--- src/rtl/core/vectored_interrupt_controller_macros.svh ---
// assertion helpers shared by the controller rtl
`ifndef VECTORED_INTERRUPT_CONTROLLER_MACROS_SVH
`define VECTORED_INTERRUPT_CONTROLLER_MACROS_SVH

// same-cycle implication, checked out of reset
`define VIC_ASSERT_SAME(label, ante, cons, msg) \
	label: assert property (@(posedge clk) disable iff (!arst_n) (ante) |-> (cons)) \
		else $error(msg);

// next-cycle implication, checked out of reset
`define VIC_ASSERT_NEXT(label, ante, cons, msg) \
	label: assert property (@(posedge clk) disable iff (!arst_n) (ante) |=> (cons)) \
		else $error(msg);

`endif

--- src/rtl/core/vic_pkg.sv ---
package vic_pkg;

	typedef enum logic [1:0] {
		KIND_TICK  = 2'd0,
		KIND_WRITE = 2'd1,
		KIND_READ  = 2'd2
	} kind_t;

	typedef enum logic [2:0] {
		REG_ISR = 3'd0,
		REG_IPR = 3'd1,
		REG_IER = 3'd2,
		REG_IAR = 3'd3,
		REG_SIE = 3'd4,
		REG_CIE = 3'd5,
		REG_IVR = 3'd6,
		REG_MER = 3'd7
	} reg_index_t;

	localparam int MER_ME  = 0;
	localparam int MER_HIE = 1;

	localparam int          APB_ADDR_W = 2;
	localparam logic [31:0] NO_VECTOR  = 32'hffff_ffff;

endpackage

--- src/rtl/core/vic_if.sv ---
interface vic_req_if;
	logic        valid;
	logic        ready;
	logic [1:0]  kind;
	logic [2:0]  reg_index;
	logic [31:0] write_data;
	logic [31:0] irq_lines;

	modport source (output valid, kind, reg_index, write_data, irq_lines, input ready);
	modport sink (input valid, kind, reg_index, write_data, irq_lines, output ready);
endinterface

interface vic_rsp_if;
	logic        valid;
	logic        ready;
	logic [31:0] read_data;
	logic        irq_out;

	modport source (output valid, read_data, irq_out, input ready);
	modport sink (input valid, read_data, irq_out, output ready);
endinterface

--- src/rtl/core/vectored_interrupt_controller.sv ---
// the result word is registered and valid in the cycle after the edge that accepts its input word
// throughput: one word per cycle while each result is taken; the result register frees as its word is taken
// all state updates and the vector encode are combinational logic before the result register
// reset (arst_n low, asynchronous) clears status, enable, master, last sample, edge mask
// and the result valid flag
module vectored_interrupt_controller #(
	parameter int NUM_INPUTS = 32
) (
	input  logic                            clk,
	input  logic                            arst_n,
	input  logic                            psel,
	input  logic                            penable,
	input  logic                            pwrite,
	input  logic [vic_pkg::APB_ADDR_W-1:0]  paddr,
	input  logic [31:0]                     pwdata,
	output logic [31:0]                     prdata,
	output logic                            pready,
	vic_req_if.sink                         req,
	vic_rsp_if.source                       rsp
);

	import vic_pkg::*;
	`include "vectored_interrupt_controller_macros.svh"

	localparam int IdxW = (NUM_INPUTS > 1) ? $clog2(NUM_INPUTS) : 1;

	logic [NUM_INPUTS-1:0] edge_q;
	logic [NUM_INPUTS-1:0] status_q, status_n;
	logic [NUM_INPUTS-1:0] enable_q, enable_n;
	logic [NUM_INPUTS-1:0] last_q, last_n;
	logic [1:0]            master_q, master_n;
	logic [NUM_INPUTS-1:0] data_m, lines_m, rising, pend;
	logic                  vec_found;
	logic [IdxW-1:0]       vec_idx;
	logic [31:0]           rd_n;
	logic                  irq_n;
	logic                  req_acc;
	logic                  rsp_valid_q;
	logic [31:0]           rd_q;
	logic                  irq_q;
	kind_t                 kind;
	reg_index_t            reg_sel;

	// config port
	assign pready = 1'b1;
	assign prdata = 32'(edge_q);

	always_ff @(posedge clk or negedge arst_n) begin
		if (!arst_n) begin
			edge_q <= '0;
		end else if (psel && penable && pwrite) begin
			edge_q <= pwdata[NUM_INPUTS-1:0];
		end
	end

	// handshake
	assign req.ready = !rsp_valid_q || rsp.ready;
	assign req_acc   = req.valid && req.ready;

	assign kind    = kind_t'(req.kind);
	assign reg_sel = reg_index_t'(req.reg_index);
	assign data_m  = req.write_data[NUM_INPUTS-1:0];
	assign lines_m = req.irq_lines[NUM_INPUTS-1:0];
	assign rising  = lines_m & ~last_q;
	assign pend    = status_q & enable_q;

	vic_prio_enc #(
		.WIDTH (NUM_INPUTS)
	) u_prio_enc (
		.bits  (pend),
		.found (vec_found),
		.idx   (vec_idx)
	);

	always_comb begin
		status_n = status_q;
		enable_n = enable_q;
		master_n = master_q;
		last_n   = last_q;
		rd_n     = '0;
		case (kind)
			KIND_TICK: begin
				status_n = status_q | (edge_q & rising) | (~edge_q & lines_m);
				last_n   = lines_m;
			end
			KIND_WRITE: begin
				unique case (reg_sel)
					REG_ISR: begin
						if (!master_q[MER_HIE]) begin
							status_n = status_q | data_m;
						end
					end
					REG_IER: enable_n = data_m;
					REG_IAR: status_n = status_q & ~data_m;
					REG_SIE: enable_n = enable_q | data_m;
					REG_CIE: enable_n = enable_q & ~data_m;
					REG_MER: master_n = req.write_data[1:0];
					REG_IPR, REG_IVR: ;
					default: ;
				endcase
			end
			KIND_READ: begin
				unique case (reg_sel)
					REG_ISR: rd_n = 32'(status_q);
					REG_IPR: rd_n = 32'(pend);
					REG_IER: rd_n = 32'(enable_q);
					REG_IVR: rd_n = vec_found ? 32'(vec_idx) : NO_VECTOR;
					REG_MER: rd_n = 32'(master_q);
					REG_IAR, REG_SIE, REG_CIE: rd_n = '0;
					default: rd_n = '0;
				endcase
			end
			default: ;
		endcase
		irq_n = master_n[MER_ME] && master_n[MER_HIE] && (|(status_n & enable_n));
	end

	// interrupt state
	always_ff @(posedge clk or negedge arst_n) begin
		if (!arst_n) begin
			status_q <= '0;
			enable_q <= '0;
			master_q <= '0;
			last_q   <= '0;
		end else if (req_acc) begin
			status_q <= status_n;
			enable_q <= enable_n;
			master_q <= master_n;
			last_q   <= last_n;
		end
	end

	// result register
	always_ff @(posedge clk or negedge arst_n) begin
		if (!arst_n) begin
			rsp_valid_q <= 1'b0;
		end else if (req_acc) begin
			rsp_valid_q <= 1'b1;
		end else if (rsp.ready) begin
			rsp_valid_q <= 1'b0;
		end
	end

	always_ff @(posedge clk) begin
		if (req_acc) begin
			rd_q  <= rd_n;
			irq_q <= irq_n;
		end
	end

	assign rsp.valid     = rsp_valid_q;
	assign rsp.read_data = rd_q;
	assign rsp.irq_out   = irq_q;

	`VIC_ASSERT_SAME(a_irq_matches_state, rsp.valid && rsp.irq_out,
		master_q[MER_ME] && master_q[MER_HIE] && ((status_q & enable_q) != '0),
		"irq word without enabled pending input")
	`VIC_ASSERT_NEXT(a_level_tick_sets, req_acc && (kind == KIND_TICK),
		(status_q & $past(lines_m & ~edge_q)) == $past(lines_m & ~edge_q),
		"level line high on tick did not set status")
	`VIC_ASSERT_NEXT(a_iar_clears, req_acc && (kind == KIND_WRITE) && (reg_sel == REG_IAR),
		(status_q & $past(data_m)) == '0,
		"iar write left status bits set")

endmodule

--- src/rtl/core/vic_prio_enc.sv ---
module vic_prio_enc #(
	parameter int WIDTH = 32,
	localparam int IdxW = (WIDTH > 1) ? $clog2(WIDTH) : 1
) (
	input  logic [WIDTH-1:0] bits,
	output logic             found,
	output logic [IdxW-1:0]  idx
);

	// lowest set bit wins
	always_comb begin
		found = |bits;
		idx   = '0;
		for (int i = WIDTH - 1; i >= 0; i--) begin
			if (bits[i]) begin
				idx = IdxW'(i);
			end
		end
	end

endmodule
--- src/flat_wrapper.sv ---
// flat-port wrapper written by rule: the top's interface ports become plain ports
module vectored_interrupt_controller_flat import vic_pkg::*;
#(
	parameter int NUM_INPUTS = 32
)
  (clk, arst_n, psel, penable, pwrite, paddr, pwdata, prdata, pready, req_valid, req_kind, req_reg_index, req_write_data, req_irq_lines, req_ready, rsp_valid, rsp_read_data, rsp_irq_out, rsp_ready);
  vic_req_if req_i ();
  vic_rsp_if rsp_i ();
  input  logic clk;
  input  logic arst_n;
  input  logic psel;
  input  logic penable;
  input  logic pwrite;
  input  logic [vic_pkg::APB_ADDR_W-1:0] paddr;
  input  logic [31:0] pwdata;
  output logic [31:0] prdata;
  output logic pready;
  input wire logic [$bits(req_i.valid)-1:0] req_valid;
  input wire logic [$bits(req_i.kind)-1:0] req_kind;
  input wire logic [$bits(req_i.reg_index)-1:0] req_reg_index;
  input wire logic [$bits(req_i.write_data)-1:0] req_write_data;
  input wire logic [$bits(req_i.irq_lines)-1:0] req_irq_lines;
  output wire logic [$bits(req_i.ready)-1:0] req_ready;
  output wire logic [$bits(rsp_i.valid)-1:0] rsp_valid;
  output wire logic [$bits(rsp_i.read_data)-1:0] rsp_read_data;
  output wire logic [$bits(rsp_i.irq_out)-1:0] rsp_irq_out;
  input wire logic [$bits(rsp_i.ready)-1:0] rsp_ready;
  assign req_i.valid = req_valid;
  assign req_i.kind = req_kind;
  assign req_i.reg_index = req_reg_index;
  assign req_i.write_data = req_write_data;
  assign req_i.irq_lines = req_irq_lines;
  assign req_ready = req_i.ready;
  assign rsp_valid = rsp_i.valid;
  assign rsp_read_data = rsp_i.read_data;
  assign rsp_irq_out = rsp_i.irq_out;
  assign rsp_i.ready = rsp_ready;
  vectored_interrupt_controller #(.NUM_INPUTS(NUM_INPUTS)) u_core (.clk(clk), .arst_n(arst_n), .psel(psel), .penable(penable), .pwrite(pwrite), .paddr(paddr), .pwdata(pwdata), .prdata(prdata), .pready(pready), .req(req_i), .rsp(rsp_i));
endmodule
--- config.mk ---
export PLATFORM = sky130hd
export DESIGN_NAME = vectored_interrupt_controller_flat
export DESIGN_NICKNAME = d
export VERILOG_FILES = /design/src/rtl/core/vic_pkg.sv /design/src/rtl/core/vic_if.sv /design/src/rtl/core/vectored_interrupt_controller.sv /design/src/rtl/core/vic_prio_enc.sv /design/src/flat_wrapper.sv
export VERILOG_INCLUDE_DIRS = /design/src /design/src/rtl/core
export SDC_FILE = /design/constraint.sdc
export NUM_CORES = 1
export LEC_CHECK = 0
export BUFFER_PORTS_ARGS = -buffer_cell sky130_fd_sc_hd__buf_2
export CORE_MARGIN = 5
export CORE_UTILIZATION = 45
export DETAILED_ROUTE_END_ITERATION = 16
export PLACE_DENSITY = 0.67
export SYNTH_ARGS = -nofsm -noshare
export SYNTH_HDL_FRONTEND = slang
export SYNTH_SLANG_ARGS = --single-unit
--- constraint.sdc ---
create_clock -name clk -period 4.85 [get_ports clk]
set_clock_uncertainty 0.2 [all_clocks]
set_input_delay 0.97 -clock clk [delete_from_list [all_inputs] [get_ports clk]]
set_output_delay 0.97 -clock clk [all_outputs]
set_load 0.005 [all_outputs]
Word-level counts from Yosys, hierarchy flattened
Index checks and enable logic that the tools add are counted.
W data, S select, Z words.
{ "word_totals": {"regBits": 164, "word_cells": 88, "inputBits": 110, "out_inout_bits": 68} }
{ "op_classes": {"n_bitwise": 14, "muxes": 43, "eq_ne": 9, "reduce_logical": 14} }
{ "ops": {"columns": ["operator", "count"], "rows": [
  ["$and A32 B32 Y32", 7],
  ["$pmux W32 S6", 1],
  ["$mux W5", 32],
  ["$or A32 B32 Y32", 4],
  ["$pmux W32 S2", 2],
  ["$mux W32", 3],
  ["$not A32 Y32", 3],
  ["$pmux W32 S3", 1],
  ["$reduce_or A32 Y1", 2],
  ["$eq A3 B3 Y1 const B", 4],
  ["$eq A3 B2 Y1 const B", 2],
  ["$logic_and A1 B1 Y1", 5],
  ["$mux W2", 2],
  ["$eq A3 B1 Y1 const B", 1],
  ["$logic_not A3 Y1", 1],
  ["$reduce_or A3 Y1", 1],
  ["$eq A2 B1 Y1 const B", 1],
  ["$eq A2 B2 Y1 const B", 1],
  ["$logic_not A2 Y1", 1],
  ["$mux W1", 2],
  ["$reduce_and A2 Y1", 1],
  ["$reduce_bool A2 Y1", 1],
  ["$logic_not A1 Y1", 1],
  ["$logic_or A1 B1 Y1", 1]
]} }

Depth between registers and ports, before layout
Gate-level depths: netlist of the first run.
{ "depth": {"word_depth": 35, "ltp_mapped": 11, "depth_no_buf": 7} }

By module
From an unflattened synthesis of the first run, not the netlist that was laid out.
{ "hier_totals": {"cells_unflattened": 1002, "area_unflattened_um2": 9291.4} }
{ "by_module_without_submodules": {"columns": ["module", "cells_each", "n_inst", "area_each_um2", "seq_area_each_um2"], "rows": [
  ["vectored_interrupt_controller", 937, 1, 8906.0, 4269.1],
  ["vic_prio_enc", 65, 1, 385.4, 0.0]
]} }

Worst setup path before layout of the first run
Ideal clock, no wire load.
{ "synth_timing": {"kind": "input port to flip-flop", "startpoint": "in req_reg_index[0]", "endpoint": "reg u_core.irq_q (netlist: u_core.rsp.irq_out), data pin", "n_path_buf": 1, "setup_time_ps": 277, "setup_slack_ps": 1679, "path_stages": 8, "arrival_time_ps": 2694, "path_cell_list": "buf_2 -> nor3b_2 -> o21ai_1 -> o21ai_0 -> a21boi_0 -> or4_1 -> a2111oi_2 -> a41oi_1"} }
{ "synth_between": {"elab_chain_len": 6, "elab_cells_between_ends": 16} }
{ "synth_rtl": {"columns": ["item", "line", "text"], "rows": [
  ["start: declaration", "flat_wrapper.sv:20", "input wire logic [$bits(req_i.reg_index)-1:0] req_reg_index;"],
  ["$eq A3 B2 Y1, or another cell as far along", "vectored_interrupt_controller.sv:87", "unique case (reg_sel)"],
  ["$pmux W32 S2 / $pmux W32 S3 (equally long branches)", "vectored_interrupt_controller.sv:87", null],
  ["$pmux W32 S2 / $mux W32 (equally long branches)", "vectored_interrupt_controller.sv:81", "case (kind)"],
  ["$and A32 B32 Y32", "vectored_interrupt_controller.sv:115", "irq_n = master_n[MER_ME] && master_n[MER_HIE] && (|(status_n & enable_n));"],
  ["$reduce_or A32 Y1", "vectored_interrupt_controller.sv:115", null],
  ["$logic_and A1 B1 Y1 *", "vectored_interrupt_controller.sv:115", null],
  ["named net u_core.irq_n", "vectored_interrupt_controller.sv:36", "logic irq_n;"],
  ["end signal: assignment", "vectored_interrupt_controller.sv:147", "irq_q <= irq_n;"],
  ["end: declaration", "vectored_interrupt_controller.sv:40", "logic irq_q;"]
]} }
The timed path passes the listed nets; every way through them passes the cells marked *.
A chain may end at the register's enable or synchronous reset.

Worst setup path after layout of the first run
Ends and elaborated chain as after synthesis.

==> results of run 1 <==
==> sequential cells by signal (all words and copies together) (netlist names) <==
name and flops:
u_core.enable_q 32, u_core.last_q 32, u_core.master_q 2, u_core.prdata 32, u_core.rsp.irq_out 1, u_core.rsp.read_data 32, u_core.rsp.valid 1, u_core.status_q 32
==> cells by family (layout without fill, tap and decap cells) <==
group,count (synthesis),count (layout)
AND/OR/NAND/NOR,333,333
AO/OA/AOI/OAI,341,341
XOR/XNOR,2,2
buffers and inverters,68,236
other,1,1
flip-flops,164,164
multiplexers,69,69
==> power groups by stage <==
stage / logic, W / registers (W) / clock network (W)
final: 0.000996 / 0.00194 / 0.00143
after global routing: 0.00111 / 0.00198 / 0.00151
after CTS: 0.000999 / 0.00193 / 0.00144
after detailed placement: 0.000994 / 0.00196 / 0
after global placement: 0.000975 / 0.00195 / 0
after floorplan: 0.000652 / 0.00188 / 0
==> final cells by class <==
type / instances / area share
multi-input combinational: 746 / 0.416
timing repair buffer: 200 / 0.0994
clock buffer: 20 / 0.0414
tap: 265 / 0.0307
clock inverter: 12 / 0.0153
sequential: 164 / 0.396
inverter: 4 / 0.00139
==> layout by cell type, fill, tap and decap left out, drive strengths merged, types with 26 or more instances in the layout <==
cell	netlist	routed
dfrtp	131	131
a22o	30	30
edfxtp	33	33
nand3	40	40
buf	24	200
a31oi	26	26
o21ai	92	92
a21o	30	30
a21oi	66	66
nand2	212	212
a22oi	29	29
nor2	36	36
mux2	67	67
==> final timing paths <==
| path | startpoint | to | slack (ns) |
|---|---|---|---|
| setup / recovery | req_reg_index[0] | u_core.rsp.irq_out$_DFFE_PP_ | 1.22 |
| hold / removal | u_core.last_q[6]$_DFFE_PN0P_ | u_core.last_q[6]$_DFFE_PN0P_ | 0.31 |
| setup reg to reg | u_core.master_q[1]$_DFFE_PN0P_ | u_core.rsp.irq_out$_DFFE_PP_ | 1.75 |
| hold reg to reg | u_core.last_q[6]$_DFFE_PN0P_ | u_core.last_q[6]$_DFFE_PN0P_ | 0.31 |
| max in group asynchronous | arst_n | u_core.status_q[9]$_DFFE_PN0P_ | 3.12 |
| min in group asynchronous | arst_n | u_core.prdata[21]$_DFFE_PN0P_ | 0.33 |
==> worst max-delay path, cell delays in order <==
cell	delay (ns)
buf_2	0.24
xnor2_2	0.82
buf_4	0.34
nand3_1	0.10
a22oi_1	0.22
a21boi_0	0.33
nor4_1	0.09
and4_1	0.26
a41oi_1	0.29
==> per-layer routing <==
metal | vias to the layer above | global-route usage | share of wire
li1 | 3891 | - | -
met1 | 3947 | 0.349 | 0.44
met2 | 360 | 0.379 | 0.46
met3 | 52 | 0.0541 | 0.081
met4 | 2 | 0.0723 | 0.023
met5 | - | 0 | 0.00025
==> metrics by stage <==
| step | power (W) | cell area, µm² | cells |
|---|---|---|---|
| floorplan | 0.00253 | 9020 | 978 |
| finish | 0.00437 | 10800 | 1411 |
| global placement | 0.00292 | 10200 | 1379 |
| global route | 0.00460 | 10800 | 1411 |
| detailed placement | 0.00295 | 10200 | 1379 |
| CTS | 0.00438 | 10800 | 1411 |
==> flow_summary.ini, run 1 <==
[synthesis]
synth_ff_type = dfrtp_1
netlist.area_leader.share = 0.363
post-synth-top-count-cell = nand2_1
synthMuxAreaShare = 0.0859
synth_compound_area_frac = 0.245
netlist_instances = 978
async_flop_share = 0.799
synth_xor_area_frac = 0.00194
synth_top_family_by_area = compound AO/OA/AOI/OAI gates
ys_seq_area_frac = 0.473
yosysUniqueCellTypes = 62
synth-simple-area-share = 0.160
synthTopCellsByCount = nand2_1, dfrtp_1, o21ai_0
syn_area_per_cell_um2 = 9.22
ys_warn_count = 0
synth_edf_count = 33
yosys.area.top_type = dfrtp_1
syn-num-nets = 1088
synth_area_leaders = dfrtp_1, edfxtp_1, nand2_1
synthAdderAreaFrac = 0
ys_ff_latch = 164
synth.cell_area_um2 = 9020

[floorplan]
core_um2 = 19600
die_w_um = 152
die_h_um = 152
die_area_um2 = 23000
rows = 51
num_io_pins = 178
start_util = 0.460

[cts]
cts_max_level = 4
clk_pin_slew_ns = 0.06
cts.repair.resized = 0
cts_sinks = 164
cts_hold_buf = 0
clock_latency_ns = 0.43
root_buffer = clkbuf_16
cts_tree = built
post-cts-setup-buffers = 0
cts_buffer_depth = 2
numCtsBuffers = 17

[cells_and_area]
finish.utilization = 0.550
multi_input_area_um2 = 4480
num_antenna_cells = 0
fin_nets = 1243
regArea_um2 = 4270
syn_to_final_growth_pct = 19.6
drive_gt1_frac = 0.271
nFillCells = 1764

[worst_setup_path]
critPathArrivalTime_ns = 3.67
critPathRequiredTime_ns = 4.89
r2r_cells = 8
path_max_fanout = 17
path_class = input port to flip-flop
end_kind = flip-flop
start_kind = input port

[detailed_routing]
via_per_inst = 5.85
dr.pass1.iters = 5
wirelength_mm = 27.9
drc = 0
via_count = 8252
ant_nets = 0
drt-initial-drc-count = 696
avgRoutedWirePerCell_um = 19.8

[pwr]
comb_power_share = 0.228
power.density_nw_per_um2 = 405
seqPwrFrac = 0.445
intPower_w = 0.00298
power_frac_clock = 0.327
swShare = 0.319
switching_power_w = 0.00139
ir_drop_mv = 0.263
power.leakage_nw = 4.89

[place]
gp_congestion = 0.951
io_buffers = 174
dp_slack_ns = 0.818
hpwl_mm = 20.0

[timing]
period_share = 0.749
hold_ws_ns = 0.305
finalHoldViolCount = 0
report.final.slew_viol_count = 0
fmax_ghz = 0.275
tns_ns = 0
setup_viol = 0
rsz0062_at_grt = false
min_period_ns = 3.63
slew_headroom = 0.354
setup_ws_ns = 1.22
worstMarginPinSlew_ns = 0.964

[global_route]
overflow = 0
grt.total_usage = 0.246
antenna_found_initial = 1
grt_pass1_wl_mm = 43.7
grt_pass1_vias = 7797
grt_max_degree = 72

[status]
status = finished clean

[run]
cap_violations = 0

[hold_path]
holdPathStages = 1
hold_class = flip-flop to flip-flop
(Power assumes the default switching activity.)
==> inputs of run 2 (changes only) <==
--- a/config.mk
+++ b/config.mk
@@ -6,6 +6,7 @@
 export SDC_FILE = /design/constraint.sdc
 export NUM_CORES = 1
 export LEC_CHECK = 0
+export ABC_AREA = 1
 export BUFFER_PORTS_ARGS = -buffer_cell sky130_fd_sc_hd__buf_2
 export CORE_MARGIN = 5
 export CORE_UTILIZATION = 45
==> constraint.sdc (replaced) <==
create_clock -name clk -period 3.5 [get_ports clk]
set_clock_uncertainty 0.2 [all_clocks]
set_input_delay 0.7 -clock clk [delete_from_list [all_inputs] [get_ports clk]]
set_output_delay 0.7 -clock clk [all_outputs]
set_load 0.005 [all_outputs]
==> run 2 against run 1 <==
Effect of this change: combinational power is 66% higher; clock power is 29% higher; cell area is 0.97% lower; global-route usage is 0.38 points lower; critical path type unchanged; largest cell class is now sequential cells.
==> flow_summary.ini, run 2 <==
[cells_and_area]
syn_to_final_growth_pct = 21.3
num_antenna_cells = 0
final_cell_mix = nand2_1, buf_2, dfrtp_1
finish.utilization = 0.552
fin_nets = 1305
drive_gt1_frac = 0.268
final_common_cell = nand2_1
regArea_um2 = 4270
nFillCells = 1795
multi_input_area_um2 = 3840

[global_route]
grt_pass1_vias = 7844
antenna_found_initial = 1
grt_max_degree = 112
busiest_layer = met2
met2_usage = 0.360
grt.total_usage = 0.242
grtUsageMet1 = 0.347
gr-usage-met3 = 0.0591
overflow = 0
grt_pass1_wl_mm = 42.4

[synthesis]
ys_seq_area_frac = 0.485
netlist_instances = 1016
yosys.area.top_type = dfrtp_1
syn_area_per_cell_um2 = 8.67
yosysUniqueCellTypes = 48
ys_warn_count = 0
synth.cell_area_um2 = 8800
synthTopCellsByCount = nand2_1, dfrtp_1, inv_1
synth_area_leaders = dfrtp_1, edfxtp_1, nand2_1
ys_ff_latch = 164
synth_edf_count = 33
post-synth-top-count-cell = nand2_1
syn-num-nets = 1126
synth_ff_type = dfrtp_1
async_flop_share = 0.799
netlist.area_leader.share = 0.372

[timing]
period_share = 0.847
fmax_ghz = 0.337
slew_headroom = 0.284
setup_viol = 0
min_period_ns = 2.96
setup_ws_ns = 0.536
worstMarginPinSlew_ns = 1.07
tns_ns = 0
finalHoldViolCount = 0
rsz0062_at_grt = false
report.final.slew_viol_count = 0

[floorplan]
die_w_um = 150
rows = 51
start_util = 0.455
die_h_um = 150
core_um2 = 19300
die_area_um2 = 22500
num_io_pins = 178

[cts]
cts_buffer_depth = 2
cts.repair.resized = 0
clk_pin_slew_ns = 0.07
post-cts-setup-buffers = 0
cts_hold_buf = 0
root_buffer = clkbuf_16
cts_tree = built
cts_sinks = 164
numCtsBuffers = 17
cts_max_level = 4
clock_latency_ns = 0.43

[detailed_routing]
dr.pass1.iters = 5
avgRoutedWirePerCell_um = 17.9
ant_nets = 0
wirelength_mm = 26.4
drc = 0
via_count = 8247
via_per_inst = 5.60
drt-initial-drc-count = 832

[hold_path]
hold_class = input port to asynchronous set/reset pin

[place]
io_buffers = 174
hpwl_mm = 19.2
gp_congestion = 0.918
dp_slack_ns = 0.119

[worst_setup_path]
start_kind = input port
path_max_fanout = 20
critPathArrivalTime_ns = 2.93
path_class = input port to flip-flop
end_kind = flip-flop
critPathRequiredTime_ns = 3.47

[run]
cap_violations = 0

[pwr]
p_total_w = 0.00612
power.density_nw_per_um2 = 573
ir_drop_mv = 0.391
power.leakage_nw = 4.89

[status]
status = finished clean
[run 2: cell types whose count changed in the layout (fill, tap and decap cells not counted), moves of 20 or more]
cell	before	now
inv_1	2	113
a21boi_0	21	1
a22o_1	30	3
a21o_1	30	0
a31oi_1	26	3
a22oi_1	29	6
nor2_1	35	57
o22ai_1	7	38
[run 2: report_power, final]
group	internal [W]	switching, W	leakage, nW
registers	0.00233	0.000295	1.93
logic	0.000667	0.000978	2.68
clock network	0.000955	0.000892	0.280
[run 2: through the flow]
step	area [µm²]	cells	hold slack [ns]
3_3_place_gp	10100	1441	0.261
3_5_place_dp	10100	1441	0.271
4_1_cts	10700	1473	0.108
5_1_grt	10700	1473	0.124
2_1_floorplan	8800	1016	0.204
6_report	10700	1473	0.0838
[run 2: cells by family after synthesis]
group                  after synthesis  share of synthesized area
AOI/OAI and AO/OA                  304                      0.216
buffers and inverters              176                     0.0787
DFF                                164                      0.485
muxes                               59                     0.0755
other                                1                   0.000426
and+or+nand+nor                    312                      0.144
[run 2: critical path: stages]
cell and delay, ns:
buf_2 0.14, nor2_1 0.17, inv_2 0.05, nor2_2 0.13, inv_2 0.07, a21oi_4 0.13
inv_2 0.21, buf_4 0.23, a21oi_1 0.12, o22ai_1 0.10, inv_1 0.07, o22ai_1 0.11
nor4_2 0.23, nand3_1 0.19, nor3_2 0.22, nor3_2 0.07
[run 2: layout make-up]
class	instances	share of cell area
sequential	164	0.400
multi-input combinational	676	0.360
timing repair buffer	210	0.111
inverter	126	0.0443
clock buffer	17	0.0398
tap	265	0.0310
clock inverter	15	0.0146
[run 2: final timing paths]
kind | start | endpoint | slack [ns] | cells past startpoint
worst max-delay path | req_reg_index[0] | u_core.rsp.irq_out$_DFFE_PP_ | 0.54 | 16
worst min-delay path | arst_n | u_core.last_q[14]$_DFFE_PN0P_ | 0.08 | 1
worst max register to register | u_core.status_q[18]$_DFFE_PN0P_ | u_core.rsp.read_data[19]$_SDFFCE_PP0P_ | 0.55 | 10
worst min register to register | u_core.last_q[16]$_DFFE_PN0P_ | u_core.last_q[16]$_DFFE_PN0P_ | 0.29 | 2
max in group asynchronous | arst_n | u_core.enable_q[24]$_DFFE_PN0P_ | 2.25 | 2
min in group clk | u_core.last_q[16]$_DFFE_PN0P_ | u_core.last_q[16]$_DFFE_PN0P_ | 0.29 | 2
[run 2: routing by layer]
metal / up-vias / wire [µm]
met5: - / 7
met4: 2 / 682
met3: 53 / 2530
met2: 390 / 11600
met1: 3884 / 11600
li1: 3918 / -
